[src/design/csm_pkg.sv]
// ----------------------------------------------------------------------------
// csm_pkg: shared types and constants of the CSS stream minifier
// Character codes, byte classes and the result group passed front to back.
// ----------------------------------------------------------------------------
package csm_pkg;

   localparam int QDepth = 4;
   localparam int QAw    = $clog2(QDepth);

   localparam logic [7:0] CharSlash  = 8'h2F;
   localparam logic [7:0] CharStar   = 8'h2A;
   localparam logic [7:0] CharLBrace = 8'h7B;
   localparam logic [7:0] CharRBrace = 8'h7D;
   localparam logic [7:0] CharColon  = 8'h3A;
   localparam logic [7:0] CharSemi   = 8'h3B;
   localparam logic [7:0] CharComma  = 8'h2C;
   localparam logic [7:0] CharLParen = 8'h28;
   localparam logic [7:0] CharRParen = 8'h29;
   localparam logic [7:0] CharSpace  = 8'h20;
   localparam logic [7:0] CharDQuote = 8'h22;
   localparam logic [7:0] CharSQuote = 8'h27;

   // up to three result beats caused by one input beat, oldest in slot 0
   typedef struct packed {
      logic [1:0]      count;     // 1 to 3
      logic [2:0][7:0] bytes;
      logic            has_byte;  // low only for a bare end marker
      logic            last;
   } entry_type;

   typedef struct packed {
      logic empty;
      logic full;
   } q_status_type;

   typedef struct packed {
      logic       in_string;
      logic [7:0] string_quote;
      logic       value_context;
      logic       in_comment;
      logic       comment_star_seen;
      logic       slash_held;
      logic       space_run_pending;
      logic       space_run_allowed;
      logic       prev_was_comma;
      logic       raw_last_was_space;
      logic       brace_space_eat;
   } scan_state_type;

   function automatic logic is_ws(input logic [7:0] b);
      return (b == CharSpace) || (b >= 8'h09 && b <= 8'h0D);
   endfunction

   function automatic logic is_alnum(input logic [7:0] b);
      return (b >= 8'h30 && b <= 8'h39) || (b >= 8'h41 && b <= 8'h5A) ||
             (b >= 8'h61 && b <= 8'h7A);
   endfunction

   function automatic logic is_structural(input logic [7:0] b);
      return (b == CharLBrace) || (b == CharColon) || (b == CharSemi) ||
             (b == CharComma) || (b == CharRBrace) || (b == CharLParen) ||
             (b == CharRParen);
   endfunction

endpackage

[src/design/css_stream_minifier.sv]
// ----------------------------------------------------------------------------
// css_stream_minifier: streaming CSS minifier
// One stylesheet byte per input beat; minified bytes out, one per result beat.
// ----------------------------------------------------------------------------
// The scanner takes one byte per cycle whenever req_full is low and turns it
// into a group of zero to three result beats, which wait in a four-group
// queue; output gives a result beat per cycle rsp_pop is high. Input accepts
// thus run at a byte a cycle while each byte yields at most one result, and
// slow down to the output's one beat a cycle once bytes yield more. A byte
// with req_in_last gives at least one result (a bare end marker with
// rsp_out_has_byte low if nothing else) and returns the scanner to reset.
module css_stream_minifier import csm_pkg::*; (
   input  logic       clock,
   input  logic       reset,
   input  logic       req_push,
   output logic       req_full,
   input  logic [7:0] req_in_byte,
   input  logic       req_in_last,
   output logic       rsp_empty,
   input  logic       rsp_pop,
   output logic [7:0] rsp_out_byte,
   output logic       rsp_out_has_byte,
   output logic       rsp_out_last
);

   q_status_type q_status;
   entry_type    push_entry, head;
   logic         q_push, q_pop;

   assign req_full = q_status.full;

   csm_front u_front (
      .clock       (clock),
      .reset       (reset),
      .req_push    (req_push),
      .req_in_byte (req_in_byte),
      .req_in_last (req_in_last),
      .q_status    (q_status),
      .q_push      (q_push),
      .q_entry     (push_entry)
   );

   csm_queue u_queue (
      .clock      (clock),
      .reset      (reset),
      .push       (q_push),
      .push_entry (push_entry),
      .pop        (q_pop),
      .head       (head),
      .status     (q_status)
   );

   csm_back u_back (
      .clock            (clock),
      .reset            (reset),
      .head             (head),
      .q_status         (q_status),
      .q_pop            (q_pop),
      .rsp_pop          (rsp_pop),
      .rsp_empty        (rsp_empty),
      .rsp_out_byte     (rsp_out_byte),
      .rsp_out_has_byte (rsp_out_has_byte),
      .rsp_out_last     (rsp_out_last)
   );

endmodule

[src/design/csm_front.sv]
// ----------------------------------------------------------------------------
// csm_front: scanner of the CSS stream minifier
// Tracks comment, string and whitespace state and forms the result group of
// each accepted beat.
// ----------------------------------------------------------------------------
module csm_front import csm_pkg::*; (
   input  logic         clock,
   input  logic         reset,
   input  logic         req_push,
   input  logic [7:0]   req_in_byte,
   input  logic         req_in_last,
   input  q_status_type q_status,
   output logic         q_push,
   output entry_type    q_entry
);

   scan_state_type state_ff, state_in;
   logic           accept;

   assign accept = req_push && !q_status.full;

   always_comb begin
      scan_state_type  s;
      logic [1:0]      cnt;
      logic [2:0][7:0] bytes;
      logic [7:0]      b;
      s     = state_ff;
      cnt   = 2'd0;
      bytes = '0;
      b     = req_in_byte;

      if (s.in_comment) begin
         if (s.comment_star_seen && b == CharSlash) begin
            s.in_comment        = 1'b0;
            s.comment_star_seen = 1'b0;
         end else begin
            s.comment_star_seen = (b == CharStar);
         end
      end else if (s.in_string) begin
         if (cnt != 2'd3) begin bytes[cnt] = b; cnt = cnt + 2'd1; end
         s.raw_last_was_space = (b == CharSpace);
         s.brace_space_eat    = 1'b0;
         if (b == s.string_quote) s.in_string = 1'b0;
         s.prev_was_comma = 1'b0;
      end else if (s.slash_held && b == CharStar) begin
         s.slash_held        = 1'b0;
         s.in_comment        = 1'b1;
         s.comment_star_seen = 1'b0;
         s.prev_was_comma    = 1'b0;
      end else begin
         if (s.slash_held) begin
            s.slash_held = 1'b0;
            if (cnt != 2'd3) begin bytes[cnt] = CharSlash; cnt = cnt + 2'd1; end
            s.raw_last_was_space = 1'b0;
            s.brace_space_eat    = 1'b0;
            s.prev_was_comma     = 1'b0;
         end
         if (is_ws(b)) begin
            if (!s.space_run_pending) begin
               s.space_run_pending = 1'b1;
               s.space_run_allowed = (s.value_context || s.prev_was_comma) &&
                                     !s.raw_last_was_space;
            end
            s.prev_was_comma = 1'b0;
         end else begin
            if (s.space_run_pending) begin
               s.space_run_pending = 1'b0;
               if (s.space_run_allowed && !is_structural(b)) begin
                  // space straight after '{' is eaten but still counts as written
                  if (!s.brace_space_eat && cnt != 2'd3) begin
                     bytes[cnt] = CharSpace;
                     cnt        = cnt + 2'd1;
                  end
                  s.raw_last_was_space = 1'b1;
                  s.brace_space_eat    = 1'b0;
               end
               s.space_run_allowed = 1'b0;
            end
            if (b == CharSlash) begin
               s.slash_held     = 1'b1;
               s.prev_was_comma = 1'b0;
            end else if (b == CharDQuote || b == CharSQuote) begin
               s.in_string     = 1'b1;
               s.string_quote  = b;
               s.value_context = 1'b1;
               if (cnt != 2'd3) begin bytes[cnt] = b; cnt = cnt + 2'd1; end
               s.raw_last_was_space = 1'b0;
               s.brace_space_eat    = 1'b0;
               s.prev_was_comma     = 1'b0;
            end else begin
               if (cnt != 2'd3) begin bytes[cnt] = b; cnt = cnt + 2'd1; end
               s.raw_last_was_space = 1'b0;
               s.brace_space_eat    = (b == CharLBrace);
               if (b == CharLBrace)
                  s.value_context = 1'b1;
               else if (b == CharRBrace || b == CharColon || b == CharSemi)
                  s.value_context = 1'b0;
               else if (is_alnum(b))
                  s.value_context = 1'b1;
               s.prev_was_comma = (b == CharComma);
            end
         end
      end

      q_entry.last     = req_in_last;
      q_entry.has_byte = 1'b1;
      if (req_in_last) begin
         if (s.space_run_pending && s.space_run_allowed) begin
            if (!s.brace_space_eat && cnt != 2'd3) begin
               bytes[cnt] = CharSpace;
               cnt        = cnt + 2'd1;
            end
         end
         if (s.slash_held && cnt != 2'd3) begin
            bytes[cnt] = CharSlash;
            cnt        = cnt + 2'd1;
         end
         if (cnt == 2'd0) begin
            // bare end marker
            q_entry.has_byte = 1'b0;
            cnt              = 2'd1;
         end
         s = '0;
      end

      q_entry.count = cnt;
      q_entry.bytes = bytes;
      q_push        = accept && (cnt != 2'd0);
      state_in      = accept ? s : state_ff;
   end

   always_ff @(posedge clock) begin
      if (reset) begin
         state_ff <= '0;
      end else begin
         state_ff <= state_in;
      end
   end

endmodule

[src/design/csm_queue.sv]
// ----------------------------------------------------------------------------
// csm_queue: result group queue
// Short FIFO of result groups between the scanner and the output side.
// ----------------------------------------------------------------------------
module csm_queue import csm_pkg::*; (
   input  logic         clock,
   input  logic         reset,
   input  logic         push,
   input  entry_type    push_entry,
   input  logic         pop,
   output entry_type    head,
   output q_status_type status
);

   entry_type      slots_ff [QDepth];
   logic [QAw-1:0] wr_ptr_ff, wr_ptr_in;
   logic [QAw-1:0] rd_ptr_ff, rd_ptr_in;
   logic [QAw:0]   fill_ff, fill_in;
   logic           do_push, do_pop;

   assign status.empty = (fill_ff == '0);
   assign status.full  = (fill_ff == (QAw+1)'(QDepth));
   assign do_push      = push && !status.full;
   assign do_pop       = pop && !status.empty;
   assign head         = slots_ff[rd_ptr_ff];

   always_comb begin
      wr_ptr_in = do_push ? wr_ptr_ff + 1'b1 : wr_ptr_ff;
      rd_ptr_in = do_pop  ? rd_ptr_ff + 1'b1 : rd_ptr_ff;
      fill_in   = fill_ff;
      if (do_push && !do_pop)
         fill_in = fill_ff + 1'b1;
      else if (do_pop && !do_push)
         fill_in = fill_ff - 1'b1;
   end

   always_ff @(posedge clock) begin
      if (do_push) slots_ff[wr_ptr_ff] <= push_entry;
   end

   always_ff @(posedge clock) begin
      if (reset) begin
         wr_ptr_ff <= '0;
         rd_ptr_ff <= '0;
         fill_ff   <= '0;
      end else begin
         wr_ptr_ff <= wr_ptr_in;
         rd_ptr_ff <= rd_ptr_in;
         fill_ff   <= fill_in;
      end
   end

endmodule

[src/design/csm_back.sv]
// ----------------------------------------------------------------------------
// csm_back: result serialiser
// Hands out the bytes of the head group one beat at a time.
// ----------------------------------------------------------------------------
module csm_back import csm_pkg::*; (
   input  logic         clock,
   input  logic         reset,
   input  entry_type    head,
   input  q_status_type q_status,
   output logic         q_pop,
   input  logic         rsp_pop,
   output logic         rsp_empty,
   output logic [7:0]   rsp_out_byte,
   output logic         rsp_out_has_byte,
   output logic         rsp_out_last
);

   logic [1:0] idx_ff, idx_in;
   logic       fire, final_slot;

   assign rsp_empty        = q_status.empty;
   assign final_slot       = (idx_ff == head.count - 2'd1);
   assign fire             = rsp_pop && !q_status.empty;
   assign q_pop            = fire && final_slot;
   assign rsp_out_byte     = head.has_byte ? head.bytes[idx_ff] : 8'h00;
   assign rsp_out_has_byte = head.has_byte;
   assign rsp_out_last     = head.last && final_slot;

   always_comb begin
      idx_in = idx_ff;
      if (fire) idx_in = final_slot ? 2'd0 : idx_ff + 2'd1;
   end

   always_ff @(posedge clock) begin
      if (reset) begin
         idx_ff <= '0;
      end else begin
         idx_ff <= idx_in;
      end
   end

endmodule

[config.mk]
export PLATFORM = sky130hd
export DESIGN_NAME = css_stream_minifier
export DESIGN_NICKNAME = d
export VERILOG_FILES = /design/src/design/csm_pkg.sv /design/src/design/css_stream_minifier.sv /design/src/design/csm_front.sv /design/src/design/csm_queue.sv /design/src/design/csm_back.sv
export SDC_FILE = /design/constraint.sdc
export NUM_CORES = 1
export LEC_CHECK = 0
export ABC_AREA = 1
export BUFFER_PORTS_ARGS = -buffer_cell sky130_fd_sc_hd__buf_2
export CAP_MARGIN = 0
export CORE_UTILIZATION = 30
export DETAILED_ROUTE_END_ITERATION = 10
export PLACE_DENSITY_LB_ADDON = 0.3
export SLEW_MARGIN = 10
export SYNTH_ARGS = -nofsm -noshare
export SYNTH_HDL_FRONTEND = slang
export SYNTH_SLANG_ARGS = --single-unit
[constraint.sdc]
create_clock -name clock -period 4.07 [get_ports clock]
set_input_delay 0 -clock clock [delete_from_list [all_inputs] [get_ports clock]]
set_output_delay 0 -clock clock [all_outputs]
set_load 0.005 [all_outputs]
==> results.py <==
metrics = {
    "sta": {
        "fin_crit_ns": 3.86,
        "fin_hold_ws_ns": 0.0393,
        "finalMaxSlewViolations": 0,
        "tightest_slew_ns": 0.657,
        "hold_viol": 0,
        "rsz0062_at_grt": "yes",
        "slew_headroom_pct": 55.8,
        "finClkSkew_ns": 0.00904,
        "setup_viol": 0,
        "max_freq_ghz": 0.259,
        "finalCritPeriodShare_pct": 94.9,
    },
    "routing": {
        "routed_wl_mm": 18.0,
        "dr.pass1.iters": 5,
        "detail-route-antenna-nets": 0,
        "drt_iter0_drc": 409,
        "drc": 0,
        "wl_per_cell_um": 15.7,
        "via_count": 5427,
        "avgViaCountPerCell": 4.73,
    },
    "placement": {
        "gp_congestion": 0.838,
        "hpwl_mm": 12.1,
        "portBuffers": 24,
    },
    "run_status": {
        "status": "complete, no violations",
    },
    "power_and_ir_drop": {
        "p_int_w": 0.00292,
        "power.switching_w": 0.00136,
        "seqPwrFrac_pct": 41.5,
        "power_leakage_nw": 3.38,
        "pwr_density_cell_nw_per_um2": 496,
        "peakVddDrop_mv": 0.252,
        "swShare_pct": 31.8,
        "clockPowerShare_pct": 34.7,
        "combinationalPowerShare_pct": 23.7,
    },
    "final_layout": {
        "final_core_util_pct": 37.8,
        "diodes": 0,
        "drive_above_1_share_pct": 23.4,
        "nNetsFinal": 849,
        "area_delta_synth_final_pct": 22.5,
    },
    "synth": {
        "syn_avg_cell_area_sq_um": 9.42,
        "syn-num-nets": 775,
        "netlist_instances": 748,
        "synth.yosys.seq_area_share_pct": 56.0,
        "netlist_area_sq_um": 7040,
        "synth_cell_types": 45,
        "ys_warn_count": 0,
        "ys_ff_latch": 141,
    },
    "clock_tree": {
        "cts_tree": "built",
        "clk_pin_slew_worst_paths_ns": 0.06,
        "clkLatencyLatePin_ns": 0.42,
        "cts_made_buffers": 17,
        "clock_sinks": 141,
        "cts_max_path_buffers": 2,
        "clock-root-buffer": "clkbuf_16",
        "cts_max_level": 4,
    },
    "setup_path": {
        "slowest_delay_ns": 0.42,
        "cp-start-kind": "flop",
        "cpMostUsedCell": "nand2_2",
        "arrival_ns": 4.17,
        "cp_slowest_cell": "fa_2",
        "crit_required_ns": 4.38,
        "end_kind": "flop",
        "worst-path-max-fanout": 5,
        "critPathKind": "flop to flop",
    },
    "floorplanning": {
        "pin_count": 25,
        "die_h_um": 155,
        "die_w_um": 155,
        "coreArea_sq_um": 22800,
        "num_rows": 55,
        "dieArea_sq_um": 24100,
        "start_util_pct": 30.8,
    },
    "global_routing": {
        "antenna_found_initial": 0,
        "grt_start_max_net_pins": 53,
        "overflow": 0,
        "track_usage_pct": 15.7,
        "grt_pass1_wl_mm": 28.6,
        "grt_pass1_vias": 5376,
    },
    "worst_hold_path": {
        "hold_path_class": "input port to flop",
    },
    "run": {
        "drv_cap": 0,
    },
}
## layout make-up
type                            count  area (sq um)
Clock buffer                       17           425
Clock inverter                     15           133
Fill cell                        2308         14200
Inverter                           74           288
Multi-Input combinational cell    501          2790
Sequential cell                   141          3950
Tap cell                          313           392
Timing Repair Buffer               87           648
## power groups by stage
| stage | clock [W] | sequential, W | combinational [W] |
|---|---|---|---|
| final | 0.00149 | 0.00178 | 0.00102 |
| after global routing | 0.00157 | 0.00179 | 0.00115 |
| after CTS | 0.00151 | 0.00178 | 0.000992 |
| after detailed placement | 0 | 0.00181 | 0.000987 |
| after global placement | 0 | 0.00181 | 0.000983 |
| after floorplan | 0 | 0.00178 | 0.000631 |
## synth_stat cells, drive strengths merged
cell	instances	area share [%]
nand2	144	8.6
edfxtp	112	48
nor2	106	6.6
o21ai	73	5.2
inv	71	3.8
nand3	55	4.6
a21oi	37	2.7
dfxtp	29	8.2
clkbuf	21	1.1
o221ai	14	1.7
ha	13	2.3
nor3	12	0.85
o22ai	12	1.2
buf	11	1.2
xnor2	8	0.99
nand4	6	0.53
a31oi	3	0.27
clkinv	3	0.23
nor4	3	0.27
o211ai	3	0.32
a32oi	2	0.25
o2111ai	2	0.25
xor2	2	0.25
a211oi	1	0.11
a311oi	1	0.12
fa	1	0.28
o21a	1	0.11
o311ai	1	0.12
or4	1	0.11
## sequential cells by signal, summed over array words and instances (netlist names), named ones only
signal             flops
u_queue.slots_ff     112
u_queue.fill_ff        3
u_queue.wr_ptr_ff      2
u_queue.rd_ptr_ff      2
u_back.idx_ff          2
u_front.state_ff      18
## cell usage in the layout, fill, tap and decap left out, drive strengths merged, types with 13 or more instances in the layout
| cell | n |
|---|---|
| nand2 | 144 |
| edfxtp | 112 |
| nor2 | 106 |
| buf | 85 |
| inv | 78 |
| o21ai | 73 |
| nand3 | 55 |
| a21oi | 37 |
| dfxtp | 29 |
| clkbuf | 17 |
| o221ai | 14 |
| ha | 13 |
## worst paths after layout
check | slack (ns) | startpoint | cells after the start | to
worst max register to register | 0.21 | u_front.state_ff[3]$_SDFFE_PP0P_ | 31 | u_queue.fill_ff[1]$_SDFFE_PP0P_
worst min register to register | 0.46 | u_front.state_ff[12]$_SDFFE_PP0P_ | 2 | u_front.state_ff[12]$_SDFFE_PP0P_
worst min-delay path | 0.04 | req_push | 5 | u_front.state_ff[0]$_SDFFE_PP0P_
worst max-delay path | 0.21 | u_front.state_ff[3]$_SDFFE_PP0P_ | 31 | u_queue.fill_ff[1]$_SDFFE_PP0P_
## logic make-up after synthesis
| group | synth area share [%] |
|---|---|
| and+or+nand+nor | 21.5 |
| AOI/OAI and AO/OA | 12.4 |
| xor gates and xnor gates | 1.24 |
| adders and majority gates | 2.59 |
| buffers and inverters | 6.32 |
| DFF | 56.0 |
## critical path: cells and delay by family (launching register included)
family,cells,cell delay [ns]
AND/OR/NAND/NOR,20,1.82
AO/OA/AOI/OAI,2,0.18
buffers and inverters,5,0.36
flip-flops,1,0.33
adder cells (fa/ha/maj),4,1.05
## stage by stage
stage | cells | total power (W) | TNS [ns] | cell area, sq um | setup WS [ns]
floorplan | 748 | 0.00241 | -45.60 | 7040 | -0.407
global placement | 1107 | 0.00279 | -0.00223 | 7860 | -0.00223
detailed placement | 1107 | 0.00280 | -0.138 | 7860 | -0.0845
CTS | 1141 | 0.00428 | 0 | 8450 | 0.0172
global route | 1148 | 0.00451 | -0.147 | 8630 | -0.103
finish | 1148 | 0.00428 | 0 | 8630 | 0.210
## routing by layer
layer / track usage [%] / vias up / routed length [um]
li1: - / 2741 / -
met5: 0 / - / 0
met4: 4.62 / 0 / 177
met2: 26.3 / 113 / 8560
met3: 3.57 / 13 / 769
met1: 20.2 / 2560 / 8460
## what timing repair did
action | in CTS | in global routing
setup endpoints to repair | 2 | 2
hold buffers | 2 | 0
pin swaps | 3 | 21
hold endpoints to repair | 15 | 0
resized for setup | 3 | 36
setup buffers | 0 | 7
Note: power is estimated with default switching activity, not from simulation.
